## src/box_intersection_over_union_unit_defines.svh

```systemverilog
// Assertion macros shared by the box intersection over union unit.
`ifndef BOX_INTERSECTION_OVER_UNION_UNIT_DEFINES_SVH
`define BOX_INTERSECTION_OVER_UNION_UNIT_DEFINES_SVH

// Checks that a condition implies a property in the same cycle.
`define BIOIU_ASSERT_IMPLY(label, clk, rst_n, cond, prop) \
    label: assert property (@(posedge clk) disable iff (!rst_n) (cond) |-> (prop)) \
        else $error("same-cycle implication failed");

// Checks that a condition implies a property in the following cycle.
`define BIOIU_ASSERT_NEXT(label, clk, rst_n, cond, prop) \
    label: assert property (@(posedge clk) disable iff (!rst_n) (cond) |=> (prop)) \
        else $error("next-cycle implication failed");

`endif

```

## src/bioiu_pkg.sv

```systemverilog
// Package with field widths and payload types of the box intersection over union unit.
`timescale 1ns / 1ps
`default_nettype none

package bioiu_pkg;

    localparam int COORD_BITS = 13;
    localparam int FRAC_BITS  = 16;
    localparam int EDGE_BITS  = COORD_BITS + 1;
    localparam int RATIO_BITS = FRAC_BITS + 1;
    localparam int AREA_BITS  = 2 * COORD_BITS;
    localparam int UNION_BITS = 2 * COORD_BITS + 1;

    localparam logic [RATIO_BITS-1:0] RATIO_ONE = RATIO_BITS'(1) << FRAC_BITS;

    typedef struct packed {
        logic [COORD_BITS-1:0] a_left;
        logic [COORD_BITS-1:0] a_top;
        logic [COORD_BITS-1:0] a_width;
        logic [COORD_BITS-1:0] a_height;
        logic [COORD_BITS-1:0] b_left;
        logic [COORD_BITS-1:0] b_top;
        logic [COORD_BITS-1:0] b_width;
        logic [COORD_BITS-1:0] b_height;
    } box_pair_t;

    typedef struct packed {
        logic [RATIO_BITS-1:0] overlap_ratio;
        logic [AREA_BITS-1:0]  overlap_area;
        logic [UNION_BITS-1:0] union_size;
    } iou_result_t;

    typedef struct packed {
        logic                  hit;
        logic [AREA_BITS-1:0]  overlap_area;
        logic [UNION_BITS-1:0] union_size;
    } geom_item_t;

endpackage

`default_nettype wire

```

## src/bioiu_geom.sv

```systemverilog
// Four-stage geometry pipeline that forms the overlap area and the union area.
`timescale 1ns / 1ps
`default_nettype none

module bioiu_geom
    import bioiu_pkg::*;
(
    input  logic       clk,
    input  logic       rst_n,
    input  logic       en,
    input  logic       in_valid,
    input  box_pair_t  in_box,
    output logic       out_valid,
    output geom_item_t out_item
);

    logic                  s1_valid_reg, s1_valid_next;
    logic [AREA_BITS-1:0]  s1_area_a_reg, s1_area_a_next;
    logic [AREA_BITS-1:0]  s1_area_b_reg, s1_area_b_next;
    logic [EDGE_BITS-1:0]  s1_x0_reg, s1_x0_next;
    logic [EDGE_BITS-1:0]  s1_y0_reg, s1_y0_next;
    logic [EDGE_BITS-1:0]  s1_x1_reg, s1_x1_next;
    logic [EDGE_BITS-1:0]  s1_y1_reg, s1_y1_next;

    logic                  s2_valid_reg, s2_valid_next;
    logic                  s2_hit_reg, s2_hit_next;
    logic [COORD_BITS-1:0] s2_dx_reg, s2_dx_next;
    logic [COORD_BITS-1:0] s2_dy_reg, s2_dy_next;
    logic [AREA_BITS-1:0]  s2_area_a_reg, s2_area_a_next;
    logic [AREA_BITS-1:0]  s2_area_b_reg, s2_area_b_next;

    logic                  s3_valid_reg, s3_valid_next;
    logic                  s3_hit_reg, s3_hit_next;
    logic [AREA_BITS-1:0]  s3_ovl_reg, s3_ovl_next;
    logic [UNION_BITS-1:0] s3_sum_reg, s3_sum_next;

    logic                  s4_valid_reg, s4_valid_next;
    geom_item_t            s4_item_reg, s4_item_next;

    logic [EDGE_BITS-1:0]  a_right, a_bottom, b_right, b_bottom;

    always_comb
    begin
        a_right  = EDGE_BITS'(in_box.a_left) + EDGE_BITS'(in_box.a_width);
        a_bottom = EDGE_BITS'(in_box.a_top) + EDGE_BITS'(in_box.a_height);
        b_right  = EDGE_BITS'(in_box.b_left) + EDGE_BITS'(in_box.b_width);
        b_bottom = EDGE_BITS'(in_box.b_top) + EDGE_BITS'(in_box.b_height);

        s1_valid_next  = in_valid;
        s1_area_a_next = AREA_BITS'(in_box.a_width) * AREA_BITS'(in_box.a_height);
        s1_area_b_next = AREA_BITS'(in_box.b_width) * AREA_BITS'(in_box.b_height);
        s1_x0_next     = EDGE_BITS'((in_box.a_left > in_box.b_left) ? in_box.a_left
                                                                    : in_box.b_left);
        s1_y0_next     = EDGE_BITS'((in_box.a_top > in_box.b_top) ? in_box.a_top
                                                                  : in_box.b_top);
        s1_x1_next     = (a_right < b_right) ? a_right : b_right;
        s1_y1_next     = (a_bottom < b_bottom) ? a_bottom : b_bottom;
    end

    always_comb
    begin
        s2_valid_next  = s1_valid_reg;
        s2_hit_next    = (s1_x1_reg > s1_x0_reg) && (s1_y1_reg > s1_y0_reg);
        s2_dx_next     = COORD_BITS'(s1_x1_reg - s1_x0_reg);
        s2_dy_next     = COORD_BITS'(s1_y1_reg - s1_y0_reg);
        s2_area_a_next = s1_area_a_reg;
        s2_area_b_next = s1_area_b_reg;
    end

    always_comb
    begin
        s3_valid_next = s2_valid_reg;
        s3_hit_next   = s2_hit_reg;
        s3_ovl_next   = s2_hit_reg ? AREA_BITS'(s2_dx_reg) * AREA_BITS'(s2_dy_reg) : '0;
        s3_sum_next   = UNION_BITS'(s2_area_a_reg) + UNION_BITS'(s2_area_b_reg);
    end

    always_comb
    begin
        s4_valid_next             = s3_valid_reg;
        s4_item_next.hit          = s3_hit_reg;
        s4_item_next.overlap_area = s3_ovl_reg;
        s4_item_next.union_size   = s3_sum_reg - UNION_BITS'(s3_ovl_reg);
    end

    always_ff @(posedge clk or negedge rst_n)
    begin
        if (!rst_n)
        begin
            s1_valid_reg <= 1'b0;
            s2_valid_reg <= 1'b0;
            s3_valid_reg <= 1'b0;
            s4_valid_reg <= 1'b0;
        end
        else if (en)
        begin
            s1_valid_reg <= s1_valid_next;
            s2_valid_reg <= s2_valid_next;
            s3_valid_reg <= s3_valid_next;
            s4_valid_reg <= s4_valid_next;
        end
    end

    always_ff @(posedge clk)
    begin
        if (en)
        begin
            s1_area_a_reg <= s1_area_a_next;
            s1_area_b_reg <= s1_area_b_next;
            s1_x0_reg     <= s1_x0_next;
            s1_y0_reg     <= s1_y0_next;
            s1_x1_reg     <= s1_x1_next;
            s1_y1_reg     <= s1_y1_next;
            s2_hit_reg    <= s2_hit_next;
            s2_dx_reg     <= s2_dx_next;
            s2_dy_reg     <= s2_dy_next;
            s2_area_a_reg <= s2_area_a_next;
            s2_area_b_reg <= s2_area_b_next;
            s3_hit_reg    <= s3_hit_next;
            s3_ovl_reg    <= s3_ovl_next;
            s3_sum_reg    <= s3_sum_next;
            s4_item_reg   <= s4_item_next;
        end
    end

    assign out_valid = s4_valid_reg;
    assign out_item  = s4_item_reg;

endmodule

`default_nettype wire

```

## src/bioiu_div.sv

```systemverilog
// Pipelined restoring divider that produces one ratio bit per stage.
`timescale 1ns / 1ps
`default_nettype none
`include "box_intersection_over_union_unit_defines.svh"

module bioiu_div
    import bioiu_pkg::*;
(
    input  logic        clk,
    input  logic        rst_n,
    input  logic        en,
    input  logic        in_valid,
    input  geom_item_t  in_item,
    output logic        out_valid,
    output iou_result_t out_result
);

    localparam int STEPS = RATIO_BITS;

    logic                  valid_reg [STEPS];
    logic [UNION_BITS-1:0] rem_reg   [STEPS];
    logic [RATIO_BITS-1:0] quot_reg  [STEPS];
    geom_item_t            item_reg  [STEPS];

    genvar k;
    generate
        for (k = 0; k < STEPS; k++)
        begin : g_step
            logic                  valid_in;
            logic [UNION_BITS-1:0] rem_in;
            logic [RATIO_BITS-1:0] quot_in;
            geom_item_t            item_in;
            logic [UNION_BITS:0]   trial;
            logic                  fits;
            logic [UNION_BITS-1:0] rem_next;
            logic [RATIO_BITS-1:0] quot_next;

            if (k == 0)
            begin : g_first
                assign valid_in = in_valid;
                assign rem_in   = UNION_BITS'(in_item.overlap_area);
                assign quot_in  = '0;
                assign item_in  = in_item;
                assign trial    = {1'b0, rem_in};
            end
            else
            begin : g_rest
                assign valid_in = valid_reg[k-1];
                assign rem_in   = rem_reg[k-1];
                assign quot_in  = quot_reg[k-1];
                assign item_in  = item_reg[k-1];
                assign trial    = {rem_in, 1'b0};
            end

            always_comb
            begin
                fits      = trial >= {1'b0, item_in.union_size};
                rem_next  = fits ? UNION_BITS'(trial - {1'b0, item_in.union_size})
                                 : UNION_BITS'(trial);
                quot_next = {quot_in[RATIO_BITS-2:0], fits};
            end

            always_ff @(posedge clk or negedge rst_n)
            begin
                if (!rst_n)
                begin
                    valid_reg[k] <= 1'b0;
                end
                else if (en)
                begin
                    valid_reg[k] <= valid_in;
                end
            end

            always_ff @(posedge clk)
            begin
                if (en)
                begin
                    rem_reg[k]  <= rem_next;
                    quot_reg[k] <= quot_next;
                    item_reg[k] <= item_in;
                end
            end
        end
    endgenerate

    assign out_valid                = valid_reg[STEPS-1];
    assign out_result.overlap_ratio = item_reg[STEPS-1].hit ? quot_reg[STEPS-1] : '0;
    assign out_result.overlap_area  = item_reg[STEPS-1].overlap_area;
    assign out_result.union_size    = item_reg[STEPS-1].union_size;

    // A real overlap never yields a ratio above one.
    `BIOIU_ASSERT_IMPLY(a_ratio_at_most_one, clk, rst_n,
        valid_reg[STEPS-1] && item_reg[STEPS-1].hit, quot_reg[STEPS-1] <= RATIO_ONE)

endmodule

`default_nettype wire

```

## src/bioiu_out.sv

```systemverilog
// Output register with a skid entry that decouples the pipeline from the result stall.
`timescale 1ns / 1ps
`default_nettype none
`include "box_intersection_over_union_unit_defines.svh"

module bioiu_out
    import bioiu_pkg::*;
(
    input  logic        clk,
    input  logic        rst_n,
    input  logic        pipe_valid,
    input  iou_result_t pipe_result,
    output logic        en,
    output logic        iou_valid,
    input  logic        iou_stall,
    output iou_result_t iou
);

    logic        out_valid_reg, out_valid_next;
    iou_result_t out_reg, out_next;
    logic        skid_valid_reg, skid_valid_next;
    iou_result_t skid_reg, skid_next;
    logic        take;
    logic        fire;

    always_comb
    begin
        en              = !skid_valid_reg;
        take            = pipe_valid && en;
        fire            = out_valid_reg && !iou_stall;
        out_valid_next  = out_valid_reg;
        out_next        = out_reg;
        skid_valid_next = skid_valid_reg;
        skid_next       = skid_reg;
        if (!out_valid_reg || fire)
        begin
            if (skid_valid_reg)
            begin
                out_valid_next  = 1'b1;
                out_next        = skid_reg;
                skid_valid_next = 1'b0;
            end
            else
            begin
                out_valid_next = take;
                out_next       = pipe_result;
            end
        end
        else if (take)
        begin
            skid_valid_next = 1'b1;
            skid_next       = pipe_result;
        end
    end

    always_ff @(posedge clk or negedge rst_n)
    begin
        if (!rst_n)
        begin
            out_valid_reg  <= 1'b0;
            skid_valid_reg <= 1'b0;
        end
        else
        begin
            out_valid_reg  <= out_valid_next;
            skid_valid_reg <= skid_valid_next;
        end
    end

    always_ff @(posedge clk)
    begin
        out_reg  <= out_next;
        skid_reg <= skid_next;
    end

    assign iou_valid = out_valid_reg;
    assign iou       = out_reg;

    // The skid entry only fills behind a held result, and drains ahead of new work.
    `BIOIU_ASSERT_IMPLY(a_skid_behind_out, clk, rst_n, skid_valid_reg, out_valid_reg)
    `BIOIU_ASSERT_NEXT(a_stalled_take_to_skid, clk, rst_n,
        out_valid_reg && iou_stall && take, skid_valid_reg)
    `BIOIU_ASSERT_NEXT(a_skid_drains, clk, rst_n,
        skid_valid_reg && !iou_stall, out_valid_reg && !skid_valid_reg)

endmodule

`default_nettype wire

```

## src/box_intersection_over_union_unit.sv

```systemverilog
// An accepted request passes the geometry stages, the divider stages and the output register before iou_valid.
// Throughput: one box pair per cycle while box_stall is low; the divider resolves one ratio bit per stage.
// Stages: four geometry stages, seventeen divider stages and one output register.
// Reset clears only the valid bits; the datapath registers are left unreset.
// Top level of the box intersection over union unit.
`timescale 1ns / 1ps
`default_nettype none

module box_intersection_over_union_unit
    import bioiu_pkg::*;
(
    input  logic        clk,
    input  logic        rst_n,
    input  logic        box_valid,
    output logic        box_stall,
    input  box_pair_t   box,
    output logic        iou_valid,
    input  logic        iou_stall,
    output iou_result_t iou
);

    logic        en;
    logic        geom_valid;
    geom_item_t  geom_item;
    logic        div_valid;
    iou_result_t div_result;

    assign box_stall = !en;

    bioiu_geom u_geom (
        .clk       (clk),
        .rst_n     (rst_n),
        .en        (en),
        .in_valid  (box_valid),
        .in_box    (box),
        .out_valid (geom_valid),
        .out_item  (geom_item)
    );

    bioiu_div u_div (
        .clk        (clk),
        .rst_n      (rst_n),
        .en         (en),
        .in_valid   (geom_valid),
        .in_item    (geom_item),
        .out_valid  (div_valid),
        .out_result (div_result)
    );

    bioiu_out u_out (
        .clk         (clk),
        .rst_n       (rst_n),
        .pipe_valid  (div_valid),
        .pipe_result (div_result),
        .en          (en),
        .iou_valid   (iou_valid),
        .iou_stall   (iou_stall),
        .iou         (iou)
    );

endmodule

`default_nettype wire
```

## config.mk

```make
export PLATFORM = sky130hd
export DESIGN_NAME = box_intersection_over_union_unit
export DESIGN_NICKNAME = d
export VERILOG_FILES = /design/src/bioiu_pkg.sv /design/src/bioiu_geom.sv /design/src/bioiu_div.sv /design/src/bioiu_out.sv /design/src/box_intersection_over_union_unit.sv
export VERILOG_INCLUDE_DIRS = /design/src /design/src/src
export SDC_FILE = /design/constraint.sdc
export NUM_CORES = 2
export LEC_CHECK = 0
export BUFFER_PORTS_ARGS = -buffer_cell sky130_fd_sc_hd__buf_2
export CAP_MARGIN = 5
export CORE_MARGIN = 4
export CORE_UTILIZATION = 58
export DETAILED_ROUTE_END_ITERATION = 6
export PLACE_DENSITY = 0.77
export SYNTH_ARGS = -nofsm -noshare
export SYNTH_HDL_FRONTEND = slang
export SYNTH_HIERARCHICAL = 1
export SYNTH_SLANG_ARGS = --single-unit
```

## constraint.sdc

```tcl
create_clock -name clk -period 43 [get_ports clk]
set_clock_uncertainty 0.2 [all_clocks]
set_input_delay 4.3 -clock clk [delete_from_list [all_inputs] [get_ports clk]]
set_output_delay 4.3 -clock clk [all_outputs]
set_load 0.05 [all_outputs]
```

---- Word level (Yosys, flattened, before mapping) ----
Memory sizes are Yosys's and may differ from the RTL's.
Cells that the tools add are included.
Widths: inputs -> output; s select.
word-level totals
  output and inout bits ................... 72
  logic and storage cells ................. 137
  input port bits ......................... 108
  bits in registers ....................... 456
  RAM bits ................................ 1666
  memories kept ........................... 3
cells by class
  reduce and logical (&&, ||, !) cells .... 9
  add/sub/neg operators ................... 25
  $lt $le $gt $ge ......................... 23
  $mul .................................... 3
  multiplexer cells ....................... 27
  bitwise operators ....................... 1
memory list
  memory          words  bits a word  rd ports  clocked after memory_dff  write ports  RTL line         RTL
  u_div.item_reg  17     54           17        0                         17           bioiu_div.sv:23  geom_item_t item_reg [STEPS];
  u_div.rem_reg   17     27           16        0                         17           bioiu_div.sv:21  logic [UNION_BITS-1:0] rem_reg [STEPS];
  u_div.quot_reg  17     17           17        0                         17           bioiu_div.sv:22  logic [RATIO_BITS-1:0] quot_reg [STEPS];
operators by type and width
  cell               number
  $mux 27            17
  $ge 28x27->1       16
  $sub 27x27->27     16
  $mul 13x13->26     3
  $mux 70            1
  $add 13x13->14     4
  $gt 14x13->1       2
  $lt 14x14->1       2
  $mux 14            2
  $add 26x26->27     1
  $ge 26x27->1       1
  $sub 26x27->27     1
  $sub 27x26->27     1
  $gt 13x13->1       2
  $mux 13            2
  $sub 13x13->13     2
  $mux 17            1
  $mux 1             4
  $logic_and 1x1->1  3
  $logic_not 1->1    3
  $reduce_and 2->1   1
  $reduce_bool 2->1  1
  $logic_or 1x1->1   1
  $not 1->1          1

---- Longest topological paths before layout ----
  word-level depth ........................ 5
  depth in mapped cells ................... 21
  mapped depth without buffers ............ 19

---- Modules after synthesis ----
Netlist, hierarchy kept.
by module, submodules not included
  module                            area an instance (um^2)  seq. area each (um^2)  cells an instance  instances
  bioiu_div                         74465.2                  45558.7                5779               1
  bioiu_geom                        33983.8                  8898.5                 3469               1
  bioiu_out                         5372.7                   4254.1                 225                1
  box_intersection_over_union_unit  3.8                      0.0                    1                  1

---- Worst setup path before layout ----
OpenSTA, ideal clock, no wires.
  kind .................................... register to output
  start point ............................. register u_out.skid_valid_reg
  end point ............................... output port box_stall
  arrival ................................. 46.223 ns
  path slack .............................. -7.723 ns
  path buffers ............................ 2
  cell stages (with the launch flop) ...... 5
  cells stage by stage .................... dfrtp_1 -> buf_6 -> buf_6 -> inv_1 -> inv_1
RTL lines
  what                      RTL line                                RTL
  start: declaration        bioiu_out.sv:21                         logic skid_valid_reg, skid_valid_next;
  start signal: assignment  bioiu_out.sv:66                         skid_valid_reg <= skid_valid_next;
  end: declaration          box_intersection_over_union_unit.sv:15  output logic box_stall,
No word-level cell between the ends.

---- Final worst setup path ----
  start point ............................. input port box[22] (netlist bit)
  end point ............................... register u_geom.s1_area_b_reg[23], data pin
between the ends
  word-level cells in the longest chain between the ends .. 1
ends and longest elaborated chain
  what                           RTL line                                RTL
  start: declaration             box_intersection_over_union_unit.sv:16  input box_pair_t box,
  $mul 13x13->26                 bioiu_geom.sv:51                        s1_area_b_next = AREA_BITS'(in_box.b_width) * AREA_BITS'(in_box.b_height);
  net u_geom.s1_area_b_next[23]  bioiu_geom.sv:19                        logic [AREA_BITS-1:0] s1_area_b_reg, s1_area_b_next;
  end signal: assignment         bioiu_geom.sv:109                       s1_area_b_reg <= s1_area_b_next;
  end: declaration               bioiu_geom.sv:19
The timed path passes the listed nets, and every way through them passes these cells.
A chain may end at the register's enable or synchronous reset.

==> results.json <==
{
  "areaGrowthSynthToFinish_pct": 8.52,
  "post_drt_via_cell_ratio": 5.78,
  "finalSetupTns_ns": 0,
  "slew_violations": 0,
  "synth_edf_count": 1936,
  "status": "finished with violations",
  "grt_setup_unrepaired": "no",
  "synth_top_cell_area_share_pct": 51.1,
  "violations": "design-rule violations",
  "crit_top_cell": "fa_1",
  "critical_path.endpoint_type": "flip-flop",
  "drc_errors": 1,
  "timing.final.hold_violations": 0,
  "finish_stage_setup_viols": 0,
  "grt_start_max_net_pins": 220,
  "ctsLongestPathBuffers": 3,
  "tightestPinTransition_ns": 1.29,
  "worstHoldPathType": "flip-flop to flip-flop",
  "grt_pass1_vias": 72456,
  "worstPathArrival_ns": 9.85,
  "drive_above_1_share_pct": 9.18,
  "crit_path_top_delay_cell": "fa_1",
  "grt_antenna_before_repair": 2,
  "avgRoutedWirePerCell_um": 20.6,
  "fmaxAchievable_ghz": 0.105,
  "design.core.area_sq_um": 195000,
  "number_of_buffers_created_by_cts": 190,
  "cts_setup_buffers": 0,
  "place_congestion": 0.948,
  "synth-main-ff-cell": "edfxtp_1",
  "worst_setup_path_startpoint": "box[22]",
  "syn_area_per_cell_sq_um": 12.0,
  "nFillCells": 14547,
  "yosys-top-cells-area": "edfxtp_1 (51%), ha_1 (9.4%), fa_1 (6.8%), inv_1 (4.1%), a21oi_1 (2.6%)",
  "timing.final.crit_share_pct": 22.1,
  "drt-total-wl_um": 255000,
  "clkSinkCount": 1959,
  "post_cts_resized": 0,
  "start_util_pct": 58.4,
  "die_area_sq_um": 203000,
  "mappedNetlistNets": 10821,
  "vias": 71600,
  "detailedRoute.firstPassIterationCount": 7,
  "critical_path_required_ns": 43.35,
  "clock_tree.root_cell": "clkbuf_16",
  "yosysSeqAreaShare_pct": 51.6,
  "postRouteAntennaNets": 0,
  "io_pins": 180,
  "largest_reg_flops": 918,
  "rr_startpoint": "u_out/skid_valid_reg",
  "chipHeight_um": 451,
  "die_width_um": 451,
  "final_nets": 10950,
  "cts.clk_slew.worst_paths_ns": 0.06,
  "worstPathCellList": "buf_2, and2_1, fa_1, inv_1, fa_1, inv_1, fa_1, fa_1, inv_1, fa_1, inv_1, ha_1, a21oi_1, nor2_1, a211oi_1, a31oi_1, o41ai_1, a21oi_1, xor2_1",
  "globalRouteTotalUtil_pct": 24.9,
  "synth.yosys.warnings": 6,
  "clock_insertion_delay_worst_skew_ns": 0.85,
  "netlist.top_cell.by_area": "edfxtp_1",
  "start_kind": "primary input",
  "post_synth_num_cell_types": 96,
  "synth.top_cells.by_count": "edfxtp_1 (1936), inv_1 (1247), ha_1 (852)",
  "numPortBuffers": 179,
  "syn_area_sq_um": 114000,
  "dp_hpwl_um": 188000,
  "cell_count_after_synthesis": 9474,
  "drv.max_cap_violation_count": 0,
  "cts.hold.buffers_added": 0,
  "slowest_delay_ns": 0.55,
  "final_period_minus_worst_setup_slack_ns": 9.50,
  "globalRouteOverflowTotal": 0,
  "crit_path_max_fanout": 14,
  "crit_type": "primary input to flip-flop",
  "flop_and_latch_count_out_of_synthesis": 1959,
  "clock_tree.htree_level_count": 4,
  "placementRows": 162,
  "tritoncts_clock_tree": "built",
  "postSynth.asyncResetShare_pct": 1.17,
  "timing.slew.headroom_pct": 13.1,
  "global_route_wire_length_before_repair_um": 400000,
  "synth.most_common_cell": "edfxtp_1",
  "hp-start": "u_div/quot_reg[9][2]",
  "drt_iter0_markers": 5903
}
==> through the flow <==
stage / hold slack [ns] / cell area (sq um) / utilization [%] / instances / worst slack [ns]
after CTS: 0.185 / 123000 / 63.3 / 12388 / 33.66
after global routing: 0.193 / 124000 / 63.3 / 12390 / 33.24
after detailed placement: 0.205 / 117000 / 60.0 / 12034 / 32.78
final: 0.191 / 124000 / 63.3 / 12391 / 33.50
after global placement: 0.200 / 117000 / 60.0 / 12034 / 32.92
after floorplan: 0.200 / 114000 / - / 9474 / 8.84
==> layout by cell type (no fill, tap or decap), types with 313 or more instances in the layout <==
cell,instances
a21o_1,313
a21oi_1,594
edfxtp_1,1936
fa_1,387
ha_1,852
inv_1,1246
nand2_1,653
nor2_1,380
o21ai_0,420
xnor2_1,332
==> worst paths after layout <==
| check | endpoint | slack [ns] | cells after the start |
|---|---|---|---|
| worst max-delay path | u_geom/s1_area_b_reg[23] | 33.50 | 19 |
| worst min-delay path | u_div/quot_reg[10][3] | 0.19 | 0 |
| worst max register to register | u_div/item_reg[6][22] | 35.63 | 7 |
| worst min register to register | u_div/quot_reg[10][3] | 0.19 | 0 |
| max in group asynchronous | u_out/skid_valid_reg | 39.00 | 1 |
| min in group asynchronous | u_div/g_step[5].valid_in | 3.22 | 1 |
==> layer usage <==
metal / vias to the layer above / share of wire [%] / track usage (%)
met5: - / 0 / 0
met4: 0 / 4.1 / 9.88
met2: 2249 / 50 / 44.0
li1: 33790 / - / -
met1: 35054 / 41 / 31.3
met3: 507 / 4.8 / 2.80
==> cell type report <==
| type | instances | area (sq um) | share of cell area, % |
|---|---|---|---|
| timing repair buffer | 220 | 1250 | 1.01 |
| clock inverter | 123 | 1530 | 1.24 |
| inverter | 1248 | 4690 | 3.80 |
| tap | 2624 | 3280 | 2.66 |
| multi-input combinational | 5984 | 49100 | 39.8 |
| antenna | 2 | 5.00 | 0.00405 |
| sequential | 1959 | 58700 | 47.5 |
| clock buffer | 231 | 4950 | 4.01 |
==> worst max-delay path, delay by kind of cell <==
family                     cells  cell delay, ns
xor gates and xnor gates       1            0.18
buffers and inverters          5            0.41
adders and majority gates      6            2.89
and+or+nand+nor                2            0.31
AOI/OAI and AO/OA              5            1.73
==> logic make-up after synthesis <==
group | Yosys count | synth area share (%)
adder cells (fa/ha/maj) | 1239 | 16.2
AO/OA/AOI/OAI | 1949 | 10.9
flip-flops | 1959 | 51.6
AND/OR/NAND/NOR | 1917 | 8.18
buffers and inverters | 1531 | 5.36
multiplexers | 360 | 3.84
XOR/XNOR | 519 | 3.99
Power is left out: the tool's default activity adds up to more than one toggle a clock period on the data nets, which glitch-free logic cannot reach.
